--- src/smra_pkg.sv ---
// ----------------------------------------------------------------------------
// smra_pkg
// Shared widths, reset values, key codes, glyph table and types.
// ----------------------------------------------------------------------------
`timescale 1ns / 1ps

package smra_pkg;

	localparam int OHMS_W  = 34;
	localparam int PCT_W   = 7;
	localparam int DIGIT_W = 4;
	localparam int NUM_DIGITS = 4;
	localparam int MM_W    = 41;
	localparam int PROD_W  = 42;

	localparam int QUEUE_DEPTH = 4;

	localparam logic [OHMS_W-1:0] OVERLOAD_OHMS = 34'd50000000;
	localparam logic [OHMS_W-1:0] RESET_OHMS    = 34'd1000000;
	localparam logic [PCT_W-1:0]  RESET_LED_PCT = 7'd75;
	localparam logic [PCT_W-1:0]  RESET_BUZ_PCT = 7'd85;
	localparam logic [PCT_W-1:0]  PCT_FULL      = 7'd100;
	localparam logic [PCT_W-1:0]  PCT_MIN       = 7'd5;
	localparam logic [PCT_W-1:0]  PCT_STEP      = 7'd5;

	// Key codes
	localparam logic [2:0] KEY_NONE      = 3'd0;
	localparam logic [2:0] KEY_LED_UP    = 3'd1;
	localparam logic [2:0] KEY_LED_DOWN  = 3'd2;
	localparam logic [2:0] KEY_BUZ_UP    = 3'd3;
	localparam logic [2:0] KEY_BUZ_DOWN  = 3'd4;
	localparam logic [2:0] KEY_TOGGLE    = 3'd5;
	localparam logic [2:0] KEY_LATCH_REF = 3'd6;

	localparam logic KIND_FRAME = 1'b0;

	// Segment patterns for 0..9 and the 'L' glyph
	localparam int GLYPH_COUNT = 11;
	localparam logic [DIGIT_W-1:0] DIGIT_L = 4'd10;
	localparam logic [6:0] GLYPH [GLYPH_COUNT] = '{
		7'h7E, 7'h30, 7'h6D, 7'h79, 7'h33, 7'h5B, 7'h5F, 7'h70, 7'h7F, 7'h7B, 7'h0E
	};

	// Per-item state snapshot handed from front to back
	typedef struct packed {
		logic [OHMS_W-1:0] measured;
		logic [OHMS_W-1:0] reference;
		logic [PCT_W-1:0]  led_pct;
		logic [PCT_W-1:0]  buz_pct;
		logic              alarm_on;
		logic              overload;
	} snap_t;

	// Return {hit, value} for a segment pattern
	function automatic logic [DIGIT_W:0] decode_glyph(input logic [6:0] pat);
		logic [DIGIT_W:0] r;
		r = '0;
		for (int g = 0; g < GLYPH_COUNT; g++) begin
			if (pat == GLYPH[g]) begin
				r = {1'b1, DIGIT_W'(g)};
			end
		end
		return r;
	endfunction

endpackage

--- src/smra_if.sv ---
// ----------------------------------------------------------------------------
// smra_item_if / smra_result_if
// Valid/ready channels for input items and result items.
// ----------------------------------------------------------------------------
`timescale 1ns / 1ps

interface smra_item_if;
	logic        valid;
	logic        ready;
	logic        kind;
	logic [31:0] segment_nibbles;
	logic        unit_kilo;
	logic        unit_mega;
	logic [2:0]  key_code;

	modport source (output valid, kind, segment_nibbles, unit_kilo, unit_mega, key_code,
		input ready);
	modport sink (input valid, kind, segment_nibbles, unit_kilo, unit_mega, key_code,
		output ready);
endinterface

interface smra_result_if;
	logic                             valid;
	logic                             ready;
	logic [smra_pkg::OHMS_W-1:0]      resistance_ohms;
	logic                             overload;
	logic                             led_alarm;
	logic                             buzzer_alarm;
	logic                             alarm_enabled;
	logic [smra_pkg::PCT_W-1:0]       led_threshold_pct;
	logic [smra_pkg::PCT_W-1:0]       buzzer_threshold_pct;
	logic [smra_pkg::OHMS_W-1:0]      reference_ohms;

	modport source (output valid, resistance_ohms, overload, led_alarm, buzzer_alarm,
		alarm_enabled, led_threshold_pct, buzzer_threshold_pct, reference_ohms,
		input ready);
	modport sink (input valid, resistance_ohms, overload, led_alarm, buzzer_alarm,
		alarm_enabled, led_threshold_pct, buzzer_threshold_pct, reference_ohms,
		output ready);
	modport monitor (input valid, ready, resistance_ohms, overload, led_alarm,
		buzzer_alarm, alarm_enabled, led_threshold_pct, buzzer_threshold_pct,
		reference_ohms);
endinterface

--- src/smra_front.sv ---
// ----------------------------------------------------------------------------
// smra_front
// Accepts items, decodes frames, applies keys and pushes a state snapshot.
// ----------------------------------------------------------------------------
`timescale 1ns / 1ps

module smra_front (
	input  logic              clk,
	input  logic              arst_n,
	smra_item_if.sink         item,
	output logic              push_valid,
	output smra_pkg::snap_t   push_data,
	input  logic              push_ready
);

	localparam int DW = smra_pkg::DIGIT_W;
	localparam int OW = smra_pkg::OHMS_W;
	localparam int PW = smra_pkg::PCT_W;

	logic [DW-1:0] digits_q [smra_pkg::NUM_DIGITS];
	logic [OW-1:0] measured_q;
	logic [OW-1:0] reference_q;
	logic [PW-1:0] led_pct_q;
	logic [PW-1:0] buz_pct_q;
	logic          alarm_on_q;

	logic [DW-1:0] digits_n [smra_pkg::NUM_DIGITS];
	logic [OW-1:0] measured_n;
	logic [OW-1:0] reference_n;
	logic [PW-1:0] led_pct_n;
	logic [PW-1:0] buz_pct_n;
	logic          alarm_on_n;

	logic          accept;
	logic          is_frame;
	logic [13:0]   value_full;
	logic [13:0]   part1;
	logic [13:0]   part2;
	logic [13:0]   part3;
	logic [13:0]   operand;
	logic [19:0]   scale;
	logic [OW-1:0] scaled;
	logic          dp0;
	logic          dp1;
	logic          dp2;

	assign accept     = item.valid && push_ready;
	assign item.ready = push_ready;
	assign is_frame   = (item.kind == smra_pkg::KIND_FRAME);
	assign dp0        = item.segment_nibbles[11];
	assign dp1        = item.segment_nibbles[19];
	assign dp2        = item.segment_nibbles[27];

	// Decode each digit; an unknown pattern keeps the old value
	always_comb begin
		logic [3:0]    a;
		logic [3:0]    b;
		logic [6:0]    pat;
		logic [DW:0]   dec;
		for (int j = 0; j < smra_pkg::NUM_DIGITS; j++) begin
			a   = item.segment_nibbles[8*j +: 4];
			b   = item.segment_nibbles[8*j+4 +: 4];
			pat = {a[0], b[0], b[2], b[3], a[2], a[1], b[1]};
			dec = smra_pkg::decode_glyph(pat);
			digits_n[j] = dec[DW] ? dec[DW-1:0] : digits_q[j];
		end
	end

	// Form the digit sums
	assign part1 = 14'(digits_n[0]);
	assign part2 = 14'(digits_n[0]) * 14'd10 + 14'(digits_n[1]);
	assign part3 = 14'(digits_n[0]) * 14'd100 + 14'(digits_n[1]) * 14'd10
		+ 14'(digits_n[2]);
	assign value_full = 14'(digits_n[0]) * 14'd1000 + 14'(digits_n[1]) * 14'd100
		+ 14'(digits_n[2]) * 14'd10 + 14'(digits_n[3]);

	// Select scaling by unit, then decimal point
	always_comb begin
		operand = value_full;
		if (item.unit_kilo) begin
			scale = dp0 ? 20'd1 : dp1 ? 20'd10 : dp2 ? 20'd100 : 20'd1000;
		end else if (item.unit_mega) begin
			scale = dp0 ? 20'd1000 : dp1 ? 20'd10000 : dp2 ? 20'd100000 : 20'd1000000;
		end else begin
			scale   = 20'd1;
			operand = dp0 ? part1 : dp1 ? part2 : dp2 ? part3 : value_full;
		end
	end

	assign scaled = OW'(OW'(operand) * OW'(scale));

	// Next state for this transaction
	always_comb begin
		measured_n  = measured_q;
		reference_n = reference_q;
		led_pct_n   = led_pct_q;
		buz_pct_n   = buz_pct_q;
		alarm_on_n  = alarm_on_q;
		if (is_frame) begin
			measured_n = (digits_n[2] == smra_pkg::DIGIT_L) ? smra_pkg::OVERLOAD_OHMS
				: scaled;
		end else begin
			case (item.key_code)
				smra_pkg::KEY_LED_UP: begin
					led_pct_n = (led_pct_q < smra_pkg::PCT_FULL)
						? led_pct_q + smra_pkg::PCT_STEP : smra_pkg::PCT_FULL;
				end
				smra_pkg::KEY_LED_DOWN: begin
					led_pct_n = (led_pct_q > smra_pkg::PCT_MIN)
						? led_pct_q - smra_pkg::PCT_STEP : smra_pkg::PCT_MIN;
				end
				smra_pkg::KEY_BUZ_UP: begin
					buz_pct_n = (buz_pct_q < smra_pkg::PCT_FULL)
						? buz_pct_q + smra_pkg::PCT_STEP : smra_pkg::PCT_FULL;
				end
				smra_pkg::KEY_BUZ_DOWN: begin
					buz_pct_n = (buz_pct_q > smra_pkg::PCT_MIN)
						? buz_pct_q - smra_pkg::PCT_STEP : smra_pkg::PCT_MIN;
				end
				smra_pkg::KEY_TOGGLE: begin
					alarm_on_n = ~alarm_on_q;
				end
				smra_pkg::KEY_LATCH_REF: begin
					reference_n = measured_q;
				end
				default: begin
				end
			endcase
		end
	end

	// Commit state on each accepted transaction
	always_ff @(posedge clk or negedge arst_n) begin
		if (!arst_n) begin
			for (int j = 0; j < smra_pkg::NUM_DIGITS; j++) begin
				digits_q[j] <= '0;
			end
			measured_q  <= smra_pkg::RESET_OHMS;
			reference_q <= smra_pkg::RESET_OHMS;
			led_pct_q   <= smra_pkg::RESET_LED_PCT;
			buz_pct_q   <= smra_pkg::RESET_BUZ_PCT;
			alarm_on_q  <= 1'b1;
		end else if (accept) begin
			if (is_frame) begin
				for (int j = 0; j < smra_pkg::NUM_DIGITS; j++) begin
					digits_q[j] <= digits_n[j];
				end
			end
			measured_q  <= measured_n;
			reference_q <= reference_n;
			led_pct_q   <= led_pct_n;
			buz_pct_q   <= buz_pct_n;
			alarm_on_q  <= alarm_on_n;
		end
	end

	// Hand the post-update state to the queue
	assign push_valid          = accept;
	assign push_data.measured  = measured_n;
	assign push_data.reference = reference_n;
	assign push_data.led_pct   = led_pct_n;
	assign push_data.buz_pct   = buz_pct_n;
	assign push_data.alarm_on  = alarm_on_n;
	assign push_data.overload  = (measured_n == smra_pkg::OVERLOAD_OHMS);

endmodule

--- src/smra_queue.sv ---
// ----------------------------------------------------------------------------
// smra_queue
// Small register FIFO of state snapshots between front and back.
// ----------------------------------------------------------------------------
`timescale 1ns / 1ps

module smra_queue #(
	parameter int DEPTH = smra_pkg::QUEUE_DEPTH
) (
	input  logic              clk,
	input  logic              arst_n,
	input  logic              push_valid,
	input  smra_pkg::snap_t   push_data,
	output logic              push_ready,
	output logic              pop_valid,
	output smra_pkg::snap_t   pop_data,
	input  logic              pop_ready
);

	localparam int PTR_W = (DEPTH > 1) ? $clog2(DEPTH) : 1;
	localparam int CNT_W = $clog2(DEPTH + 1);
	localparam logic [PTR_W-1:0] LAST  = PTR_W'(DEPTH - 1);
	localparam logic [CNT_W-1:0] FULL  = CNT_W'(DEPTH);

	smra_pkg::snap_t  mem_q [DEPTH];
	logic [PTR_W-1:0] wr_ptr_q;
	logic [PTR_W-1:0] rd_ptr_q;
	logic [CNT_W-1:0] count_q;
	logic             do_push;
	logic             do_pop;

	assign push_ready = (count_q != FULL);
	assign pop_valid  = (count_q != '0);
	assign pop_data   = mem_q[rd_ptr_q];
	assign do_push    = push_valid && push_ready;
	assign do_pop     = pop_valid && pop_ready;

	// Store entries
	always_ff @(posedge clk) begin
		if (do_push) begin
			mem_q[wr_ptr_q] <= push_data;
		end
	end

	// Advance pointers and occupancy
	always_ff @(posedge clk or negedge arst_n) begin
		if (!arst_n) begin
			wr_ptr_q <= '0;
			rd_ptr_q <= '0;
			count_q  <= '0;
		end else begin
			if (do_push) begin
				wr_ptr_q <= (wr_ptr_q == LAST) ? '0 : wr_ptr_q + 1'b1;
			end
			if (do_pop) begin
				rd_ptr_q <= (rd_ptr_q == LAST) ? '0 : rd_ptr_q + 1'b1;
			end
			if (do_push && !do_pop) begin
				count_q <= count_q + 1'b1;
			end else if (do_pop && !do_push) begin
				count_q <= count_q - 1'b1;
			end
		end
	end

endmodule

--- src/smra_back.sv ---
// ----------------------------------------------------------------------------
// smra_back
// Computes the band limits, compares and drives the result register.
// ----------------------------------------------------------------------------
`timescale 1ns / 1ps

module smra_back (
	input  logic              clk,
	input  logic              arst_n,
	input  logic              pop_valid,
	input  smra_pkg::snap_t   pop_data,
	output logic              pop_ready,
	smra_result_if.source     result
);

	localparam int OW = smra_pkg::OHMS_W;
	localparam int PW = smra_pkg::PCT_W;
	localparam int MW = smra_pkg::MM_W;
	localparam int QW = smra_pkg::PROD_W;

	// Stage 1: products
	logic          valid_s1;
	logic [MW-1:0] mm_s1;
	logic [QW-1:0] led_lo_s1;
	logic [QW-1:0] led_hi_s1;
	logic [QW-1:0] buz_lo_s1;
	logic [QW-1:0] buz_hi_s1;
	logic          check_s1;
	smra_pkg::snap_t snap_s1;

	// Output register
	logic          out_valid_q;
	logic [OW-1:0] ohms_q;
	logic          overload_q;
	logic          led_alarm_q;
	logic          buz_alarm_q;
	logic          alarm_on_q;
	logic [PW-1:0] led_pct_q;
	logic [PW-1:0] buz_pct_q;
	logic [OW-1:0] reference_q;

	logic          out_free;
	logic          s1_ready;
	logic [QW-1:0] mm_ext;

	assign out_free  = !out_valid_q || result.ready;
	assign s1_ready  = !valid_s1 || out_free;
	assign pop_ready = s1_ready;
	assign mm_ext    = QW'(mm_s1);

	// Valid bits
	always_ff @(posedge clk or negedge arst_n) begin
		if (!arst_n) begin
			valid_s1    <= 1'b0;
			out_valid_q <= 1'b0;
		end else begin
			if (s1_ready) begin
				valid_s1 <= pop_valid;
			end
			if (out_free) begin
				out_valid_q <= valid_s1;
			end
		end
	end

	// Multiply measurement and reference by the band factors
	always_ff @(posedge clk) begin
		if (s1_ready && pop_valid) begin
			mm_s1     <= MW'(MW'(pop_data.measured) * MW'(smra_pkg::PCT_FULL));
			led_lo_s1 <= QW'(QW'(pop_data.reference)
				* QW'(smra_pkg::PCT_FULL - pop_data.led_pct));
			led_hi_s1 <= QW'(QW'(pop_data.reference)
				* QW'({1'b0, smra_pkg::PCT_FULL} + {1'b0, pop_data.led_pct}));
			buz_lo_s1 <= QW'(QW'(pop_data.reference)
				* QW'(smra_pkg::PCT_FULL - pop_data.buz_pct));
			buz_hi_s1 <= QW'(QW'(pop_data.reference)
				* QW'({1'b0, smra_pkg::PCT_FULL} + {1'b0, pop_data.buz_pct}));
			check_s1  <= pop_data.alarm_on && !pop_data.overload;
			snap_s1   <= pop_data;
		end
	end

	// Compare against the bands and load the result
	always_ff @(posedge clk) begin
		if (out_free && valid_s1) begin
			led_alarm_q <= check_s1 && ((mm_ext < led_lo_s1) || (mm_ext > led_hi_s1));
			buz_alarm_q <= check_s1 && ((mm_ext < buz_lo_s1) || (mm_ext > buz_hi_s1));
			ohms_q      <= snap_s1.measured;
			overload_q  <= snap_s1.overload;
			alarm_on_q  <= snap_s1.alarm_on;
			led_pct_q   <= snap_s1.led_pct;
			buz_pct_q   <= snap_s1.buz_pct;
			reference_q <= snap_s1.reference;
		end
	end

	assign result.valid                = out_valid_q;
	assign result.resistance_ohms      = ohms_q;
	assign result.overload             = overload_q;
	assign result.led_alarm            = led_alarm_q;
	assign result.buzzer_alarm         = buz_alarm_q;
	assign result.alarm_enabled        = alarm_on_q;
	assign result.led_threshold_pct    = led_pct_q;
	assign result.buzzer_threshold_pct = buz_pct_q;
	assign result.reference_ohms       = reference_q;

endmodule

--- src/segment_meter_resistance_alarm_top.sv ---
// Path: each accepted item passes through a queue entry, the product stage and the output register.
// Throughput: one item per cycle while the queue has room; the front updates its state on every accepted item.
// The queue of QUEUE_DEPTH entries and the two back stages absorb output stalls.
// Reset: arst_n clears all digits, sets 1 Mohm measurement and reference, bands 75/85 %,
// alarm enabled, and empties the queue and pipeline.
// ----------------------------------------------------------------------------
// segment_meter_resistance_alarm_top
// Seven-segment resistance reading with percentage band alarms.
// ----------------------------------------------------------------------------
`timescale 1ns / 1ps

module segment_meter_resistance_alarm_top #(
	parameter int QUEUE_DEPTH = smra_pkg::QUEUE_DEPTH
) (
	input  logic          clk,
	input  logic          arst_n,
	smra_item_if.sink     item,
	smra_result_if.source result
);

	logic            push_valid;
	logic            push_ready;
	smra_pkg::snap_t push_data;
	logic            pop_valid;
	logic            pop_ready;
	smra_pkg::snap_t pop_data;

	// Accept and apply items
	smra_front u_front (
		.clk        (clk),
		.arst_n     (arst_n),
		.item       (item),
		.push_valid (push_valid),
		.push_data  (push_data),
		.push_ready (push_ready)
	);

	// Decouple front and back
	smra_queue #(
		.DEPTH (QUEUE_DEPTH)
	) u_queue (
		.clk        (clk),
		.arst_n     (arst_n),
		.push_valid (push_valid),
		.push_data  (push_data),
		.push_ready (push_ready),
		.pop_valid  (pop_valid),
		.pop_data   (pop_data),
		.pop_ready  (pop_ready)
	);

	// Evaluate alarms and drive results
	smra_back u_back (
		.clk       (clk),
		.arst_n    (arst_n),
		.pop_valid (pop_valid),
		.pop_data  (pop_data),
		.pop_ready (pop_ready),
		.result    (result)
	);

endmodule

--- src/flat_wrapper.sv ---
// flat-port wrapper written by rule: the top's interface ports become plain ports
module segment_meter_resistance_alarm_top_flat 
#(
	parameter int QUEUE_DEPTH = smra_pkg::QUEUE_DEPTH
)
  (clk, arst_n, item_valid, item_kind, item_segment_nibbles, item_unit_kilo, item_unit_mega, item_key_code, item_ready, result_valid, result_resistance_ohms, result_overload, result_led_alarm, result_buzzer_alarm, result_alarm_enabled, result_led_threshold_pct, result_buzzer_threshold_pct, result_reference_ohms, result_ready);
  smra_item_if item_i ();
  smra_result_if result_i ();
  input  logic clk;
  input  logic arst_n;
  input wire logic [$bits(item_i.valid)-1:0] item_valid;
  input wire logic [$bits(item_i.kind)-1:0] item_kind;
  input wire logic [$bits(item_i.segment_nibbles)-1:0] item_segment_nibbles;
  input wire logic [$bits(item_i.unit_kilo)-1:0] item_unit_kilo;
  input wire logic [$bits(item_i.unit_mega)-1:0] item_unit_mega;
  input wire logic [$bits(item_i.key_code)-1:0] item_key_code;
  output wire logic [$bits(item_i.ready)-1:0] item_ready;
  output wire logic [$bits(result_i.valid)-1:0] result_valid;
  output wire logic [$bits(result_i.resistance_ohms)-1:0] result_resistance_ohms;
  output wire logic [$bits(result_i.overload)-1:0] result_overload;
  output wire logic [$bits(result_i.led_alarm)-1:0] result_led_alarm;
  output wire logic [$bits(result_i.buzzer_alarm)-1:0] result_buzzer_alarm;
  output wire logic [$bits(result_i.alarm_enabled)-1:0] result_alarm_enabled;
  output wire logic [$bits(result_i.led_threshold_pct)-1:0] result_led_threshold_pct;
  output wire logic [$bits(result_i.buzzer_threshold_pct)-1:0] result_buzzer_threshold_pct;
  output wire logic [$bits(result_i.reference_ohms)-1:0] result_reference_ohms;
  input wire logic [$bits(result_i.ready)-1:0] result_ready;
  assign item_i.valid = item_valid;
  assign item_i.kind = item_kind;
  assign item_i.segment_nibbles = item_segment_nibbles;
  assign item_i.unit_kilo = item_unit_kilo;
  assign item_i.unit_mega = item_unit_mega;
  assign item_i.key_code = item_key_code;
  assign item_ready = item_i.ready;
  assign result_valid = result_i.valid;
  assign result_resistance_ohms = result_i.resistance_ohms;
  assign result_overload = result_i.overload;
  assign result_led_alarm = result_i.led_alarm;
  assign result_buzzer_alarm = result_i.buzzer_alarm;
  assign result_alarm_enabled = result_i.alarm_enabled;
  assign result_led_threshold_pct = result_i.led_threshold_pct;
  assign result_buzzer_threshold_pct = result_i.buzzer_threshold_pct;
  assign result_reference_ohms = result_i.reference_ohms;
  assign result_i.ready = result_ready;
  segment_meter_resistance_alarm_top #(.QUEUE_DEPTH(QUEUE_DEPTH)) u_core (.clk(clk), .arst_n(arst_n), .item(item_i), .result(result_i));
endmodule
--- config.mk ---
export PLATFORM = sky130hd
export DESIGN_NAME = segment_meter_resistance_alarm_top_flat
export DESIGN_NICKNAME = d
export VERILOG_FILES = /design/src/smra_pkg.sv /design/src/smra_if.sv /design/src/smra_front.sv /design/src/smra_queue.sv /design/src/smra_back.sv /design/src/segment_meter_resistance_alarm_top.sv /design/src/flat_wrapper.sv
export SDC_FILE = /design/constraint.sdc
export NUM_CORES = 2
export LEC_CHECK = 0
export BUFFER_PORTS_ARGS = -buffer_cell sky130_fd_sc_hd__buf_2
export CORE_ASPECT_RATIO = 2
export CORE_MARGIN = 2
export CORE_UTILIZATION = 38
export CTS_BUF_LIST = sky130_fd_sc_hd__clkbuf_8
export DETAILED_ROUTE_END_ITERATION = 8
export HOLD_SLACK_MARGIN = 0.08
export SLEW_MARGIN = 20
export SYNTH_ARGS = -nofsm -noshare
export SYNTH_HDL_FRONTEND = slang
export SYNTH_SLANG_ARGS = --single-unit
--- constraint.sdc ---
create_clock -name clk -period 18.9 [get_ports clk]
set_clock_uncertainty 0.2 [all_clocks]
set_input_delay 5.67 -clock clk [delete_from_list [all_inputs] [get_ports clk]]
set_output_delay 5.67 -clock clk [all_outputs]
set_load 0.01 [all_outputs]
## Word-level counts from Yosys, hierarchy flattened

Memory sizes are Yosys's and may differ from the RTL's.
Cells that the tools add are included.

- Memories: 1
- Output and inout port bits: 88
- RAM bits: 336
- Register bits after elaboration: 486
- Logic and storage cells: 232
- Input port bits: 42

- Bitwise logic cells: 2
- Reductions and logical operators: 21
- Muxes and demuxes: 81
- Add/subtract/negate cells: 18
- Multipliers: 12
- Equality and inequality tests: 55
- Magnitude comparators: 8

Memories:

| name | depth | bits a word | rd ports | clocked after memory_dff | wr ports | line | source |
|---|---|---|---|---|---|---|---|
| u_core.u_queue.mem_q | 4 | 84 | 1 | 0 | 1 | smra_queue.sv:25 | `smra_pkg::snap_t mem_q [DEPTH];` |

Operator list:

| cell | count |
|---|---|
| == test 7 bit, second input constant | 32 |
| 2-to-1 mux 5 bit | 44 |
| 2-to-1 mux 34 bit | 4 |
| 2-to-1 mux 20 bit | 5 |
| > comparator 41 x 42 -> 1 bit | 2 |
| less-than comparator 41 x 42 -> 1 bit | 2 |
| multiplier 34 x 8 -> 42 bit | 2 |
| multiplier 35 x 8 -> 42 bit | 2 |
| 2-to-1 mux 14 bit | 5 |
| == test 7 x 6 -> 1 bit, second input constant | 8 |
| 2-to-1 mux 7 bit | 6 |
| multiplier 34 x 5 -> 39 bit, second input constant | 1 |
| == test 34 x 26 -> 1 bit, second input constant | 1 |
| multiplier 14 x 20 -> 34 bit | 1 |
| 2-to-1 mux 10 bit | 3 |
| == test 7 x 4 -> 1 bit, second input constant | 4 |
| case mux 7 bit (2 select lines) | 2 |
| multiplier 4 x 3 -> 7 bit, second input constant | 3 |
| multiplier 4 x 5 -> 9 bit, second input constant | 2 |
| adder 7 x 7 -> 8 bit, first input constant | 2 |
| 2-to-1 mux 4 bit | 4 |
| subtractor 7 x 7 -> 8 bit, first input constant | 2 |
| adder 14 x 11 -> 14 bit | 1 |
| adder 14 x 4 -> 14 bit | 1 |
| other kinds (28) | 58 |

## Logic depth before layout (Yosys ltp)

- Word-level depth: 26
- Gate-level depth with buffers: 50
- Mapped depth without buffers: 48

## By module

A second synthesis with hierarchy kept.

- Cell total of the unflattened synthesis: 9,085
- Area total of the unflattened synthesis: 94,891.0 µm²

By module, submodules not included:

| module | area each (µm²) | cells each | instances | sequential area each (µm²) |
|---|---|---|---|---|
| smra_back | 64,335.5 | 6,393 | 1 | 11,250.8 |
| smra_front | 17,997.3 | 2,217 | 1 | 2,506.2 |
| smra_queue | 12,558.3 | 475 | 1 | 10,264.8 |

## Worst setup path after synthesis

No wires, ideal clock.

- Kind: input port to flip-flop
- Start point: in result_ready
- End point: reg u_core.u_queue.count_q[1]
- Data required time: 18,575 ps
- Arrival time: 21,491 ps
- Library setup time: 125 ps
- Stages on the path: 7
- Path buffers: 0
- Slack: -2,916 ps
- Path through: nor2b_1 a21oi_1 inv_1 ha_1 inv_1 fa_1 mux2_2

- Cells in the longest elaborated chain, start to end: 6
- Elaborated cells between the ends (all ways): 8
- Those cells by class: mux: 1; reduce/logical: 7

Ends and longest elaborated chain:

| element | line | source |
|---|---|---|
| start, declared | flat_wrapper.sv:27 | `input wire logic [$bits(result_i.ready)-1:0] result_ready;` |
| logical OR 1 bit * | smra_back.sv:46 | `assign out_free = !out_valid_q \|\| result.ready;` |
| logical OR 1 bit * | smra_back.sv:47 | `assign s1_ready = !valid_s1 \|\| out_free;` |
| logical AND 1 bit * | smra_queue.sv:36 | `assign do_pop = pop_valid && pop_ready;` |
| via u_core.u_queue.do_pop | smra_queue.sv:30 | `logic do_pop;` |
| logical NOT 1 bit | smra_queue.sv:58 | `if (do_push && !do_pop) begin` |
| logical AND 1 bit | smra_queue.sv:58 |  |
| 2-to-1 mux 3 bit or nonzero test 2 bit (tied branches) | -- |  |
| end signal, assigned | smra_queue.sv:59 | `count_q <= count_q + 1'b1;` |
| end signal, assigned | smra_queue.sv:61 | `count_q <= count_q - 1'b1;` |
| end, declared | smra_queue.sv:28 | `logic [CNT_W-1:0] count_q;` |

The timed path passes the listed nets; every way through them passes the cells marked *.
A chain may end at the register's enable or synchronous reset.

==> results by group <==
Layout
  – Synth-to-layout area growth: 9.14%
  – Layout Nets: 10200
  – Share of layout cells above drive strength 1: 8.73%
  – Final core utilization: 41.7%
  – Commonest cells after routing, fill and taps aside: inv_1, fa_1, nand2_1
  – Commonest non-fill, non-tap cell in the layout: inv_1

Clock tree
  – Worst-path clk slew: 70 ps
  – Setup Fix Bufs, Post-CTS: 0
  – Max Root-Sink Buffers: 4
  – Post-CTS sizing: 0
  – Cts hold-fix bufs: 0
  – CTS Buf Count: 138
  – H-Tree Depth: 4
  – TritonCTS clock tree: built
  – Clock root buffer: clkbuf_8
  – Worst skew pair latency: 920 ps
  – Clock sinks: 817

Place
  – Gp weighted congestion: 0.949
  – DP HPWL: 199000 microns
  – Count of input and output buffers: 128

Detailed routing
  – Post-route ant nets: 0
  – DR vias: 59300
  – Per-cell routed wire length: 22.0 microns
  – DRC viols: 0
  – Initial drt markers: 3325
  – Drt total wl: 247000 microns
  – First-pass iteration count of the detailed router: 6
  – Routed vias/inst: 5.28

Worst setup path
  – Worst r2r src: u_core.u_front.digits_q[14]
  – RR Endpoint: u_core.u_queue.mem_q[0][0]
  – Slowest CP cell: xnor2_1
  – Crit start category: primary input
  – Crit. End Element: register
  – Crit path kind: primary input to register
  – Most used cell, CP: fa_1
  – Worst EP required: 19440 ps
  – R2R Setup Slk: 6650 ps
  – Critical path origin: item_segment_nibbles[7]
  – CP max FO: 10
  – Worst path max stage delay: 700 ps
  – R2R depth: 42
  – Critical Path AT: 18200 ps

Outcome
  – Status: completed

Logic synthesis
  – Synth Instances: 8159
  – Mean post-synth cell area: 10.1 sq um
  – Synth area leader: edfxtp_1
  – Async SR Flop Fraction: 13.2%
  – Synth warn: 0
  – Yosys reg bits: 817
  – Most used DFF post-synth: edfxtp_1
  – Top cell type's share of synthesized area: 25.9%
  – Syn_nets: 10000
  – Top post-synthesis cells by area: edfxtp_1, fa_1, ha_1
  – Synth cell types: 93
  – Sequential share of the synthesized area: 29.2%
  – Number of flops mapped to enable cells by yosys: 709
  – Netlist Area Pre-Place: 82200 sq um

Timing
  – Sum of negative setup slack: 0 ps
  – Setup violations, final: 0
  – Final hold vios: 0
  – Final Max Slew Viols: 0
  – Fmax: 56.6 MHz
  – Tcrit/Tclk final: 93.4%
  – Slew @ Worst Pin: 1080 ps
  – Min Tclk post-route: 17660 ps
  – RSZ-0062 raised after global routing: false
  – Max_slew headroom: 27.7%

Global routing
  – GRT Overall Usage: 22.7%
  – Vias in the first global route: 64700
  – Initial antenna violation count: 11
  – Pin count of the biggest net entering global routing: 146
  – First-pass GRT wire length: 378000 microns
  – Total grt overflow: 0

Worst hold path
  – Hold Crit Class: register to register
  – Hold Startpoint: u_core.u_back.snap_s1[27]
  – Worst hold endpoint: u_core.u_back.result.reference_ohms[11]
  – Hold depth: 0

Run
  – Max Cap Violations: 0

Die
  – Initial Utilization: 38.2%
  – Die Span Y: 662 microns
  – Chip Width: 333 microns
  – Die ar.: 220000 sq um
  – Io pins: 130
  – Core box area: 215000 sq um
  – Site row count: 241
==> worst max-delay path by stage <==
| stage | slack, ps | depth (start not counted) | end |
|---|---|---|---|
| 2_1_floorplan | 1560 | 46 | u_core.u_queue.mem_q[0][0] |
| 3_3_place_gp | 240 | 48 | u_core.u_queue.mem_q[2][0] |
| 3_5_place_dp | 290 | 47 | u_core.u_queue.mem_q[2][0] |
| 4_1_cts | 1210 | 47 | u_core.u_queue.mem_q[1][0] |
| 5_1_grt | 580 | 48 | u_core.u_queue.mem_q[2][0] |
| 6_report | 1240 | 48 | u_core.u_queue.mem_q[2][0] |
==> state kept, by name (all words and copies together) (netlist names), 2 cells and up <==
name and count:
u_core.u_back.led_hi_s1 41, u_core.u_back.buz_lo_s1 42, u_core.u_queue.mem_q 336, u_core.u_front.digits_q 16
u_core.u_front.buz_pct_q 7, u_core.u_back.buz_hi_s1 41, u_core.u_back.result.resistance_ohms 34, u_core.u_front.reference_q 34
u_core.u_back.result.reference_ohms 34, u_core.u_back.result.led_threshold_pct 7, u_core.u_front.led_pct_q 7, u_core.u_front.measured_q 34
u_core.u_back.mm_s1 36, u_core.u_back.result.buzzer_threshold_pct 7, u_core.u_queue.rd_ptr_q 2, u_core.u_queue.count_q 3
u_core.u_queue.wr_ptr_q 2, u_core.u_back.led_lo_s1 42, u_core.u_back.snap_s1 84
==> routing by layer <==
metal / track usage (%) / up-vias / routed length, microns
met4: 19.8 / 10 / 25800
met3: 2.89 / 824 / 9690
li1: - / 26800 / -
met1: 20.2 / 29900 / 75500
met2: 44.2 / 1694 / 136000
met5: 0 / - / 69
==> kinds of logic (layout without fill, tap and decap cells) <==
kind of cell	after synthesis	after routing	synth area share (%)
adder cells (fa/ha/maj)	1800	1800	36.6
flip-flops	817	817	29.2
AO/OA/AOI/OAI	1035	1035	8.08
XOR/XNOR	257	257	2.74
other	0	8	0
AND/OR/NAND/NOR	2265	2265	12.2
buffers and inverters	1833	2102	8.41
multiplexers	152	152	2.71
==> synthesized netlist by cell type (37+ instances only) <==
library cell	number
and2_1	91
clkbuf_1	261
ha_1	790
mux4_2	50
a21oi_1	286
o21ai_0	201
nand2b_1	96
o21ai_1	37
nor2_1	807
dfrtp_1	85
o21bai_1	40
mux2_2	66
nor2b_1	69
nand2_1	829
nand3_1	81
xor2_1	74
edfxtp_1	709
nand4_1	56
xnor2_1	183
inv_1	1535
nor3_1	73
a21o_1	144
fa_1	1010
o21a_1	48
==> worst max-delay path: cells and delay by family <==
kind	cells	cell delay, ps
AO/OA/AOI/OAI	15	3220
AND/OR/NAND/NOR	7	1570
buffers and inverters	11	1200
XOR/XNOR	2	900
adder cells (fa/ha/maj)	13	5620
==> stage by stage <==
step                      hold slack [ps]  instance area, sq um  std cells  setup slack (ps)
final                                 207                 89700      11200              1240
after global routing                  219                 89700      11200               576
after CTS                             203                 89700      11200              1210
after detailed placement              205                 87000      11000               288
after global placement                201                 87000      11000               245
after floorplan                       200                 82200       8159              1560
==> layout make-up <==
type                            count  area [sq um]
Timing Repair Buffer              333          2230
Antenna cell                        8          20.0
Fill cell                       21000        126000
Sequential cell                   817         24000
Multi-Input combinational cell   5509         51500
Inverter                         1537          5770
Tap cell                         2794          3500
Clock buffer                      144          1980
Clock inverter                     88           717
Power is left out: the tool's default activity adds up to more than one toggle a clock period on the data nets, which glitch-free logic cannot reach.
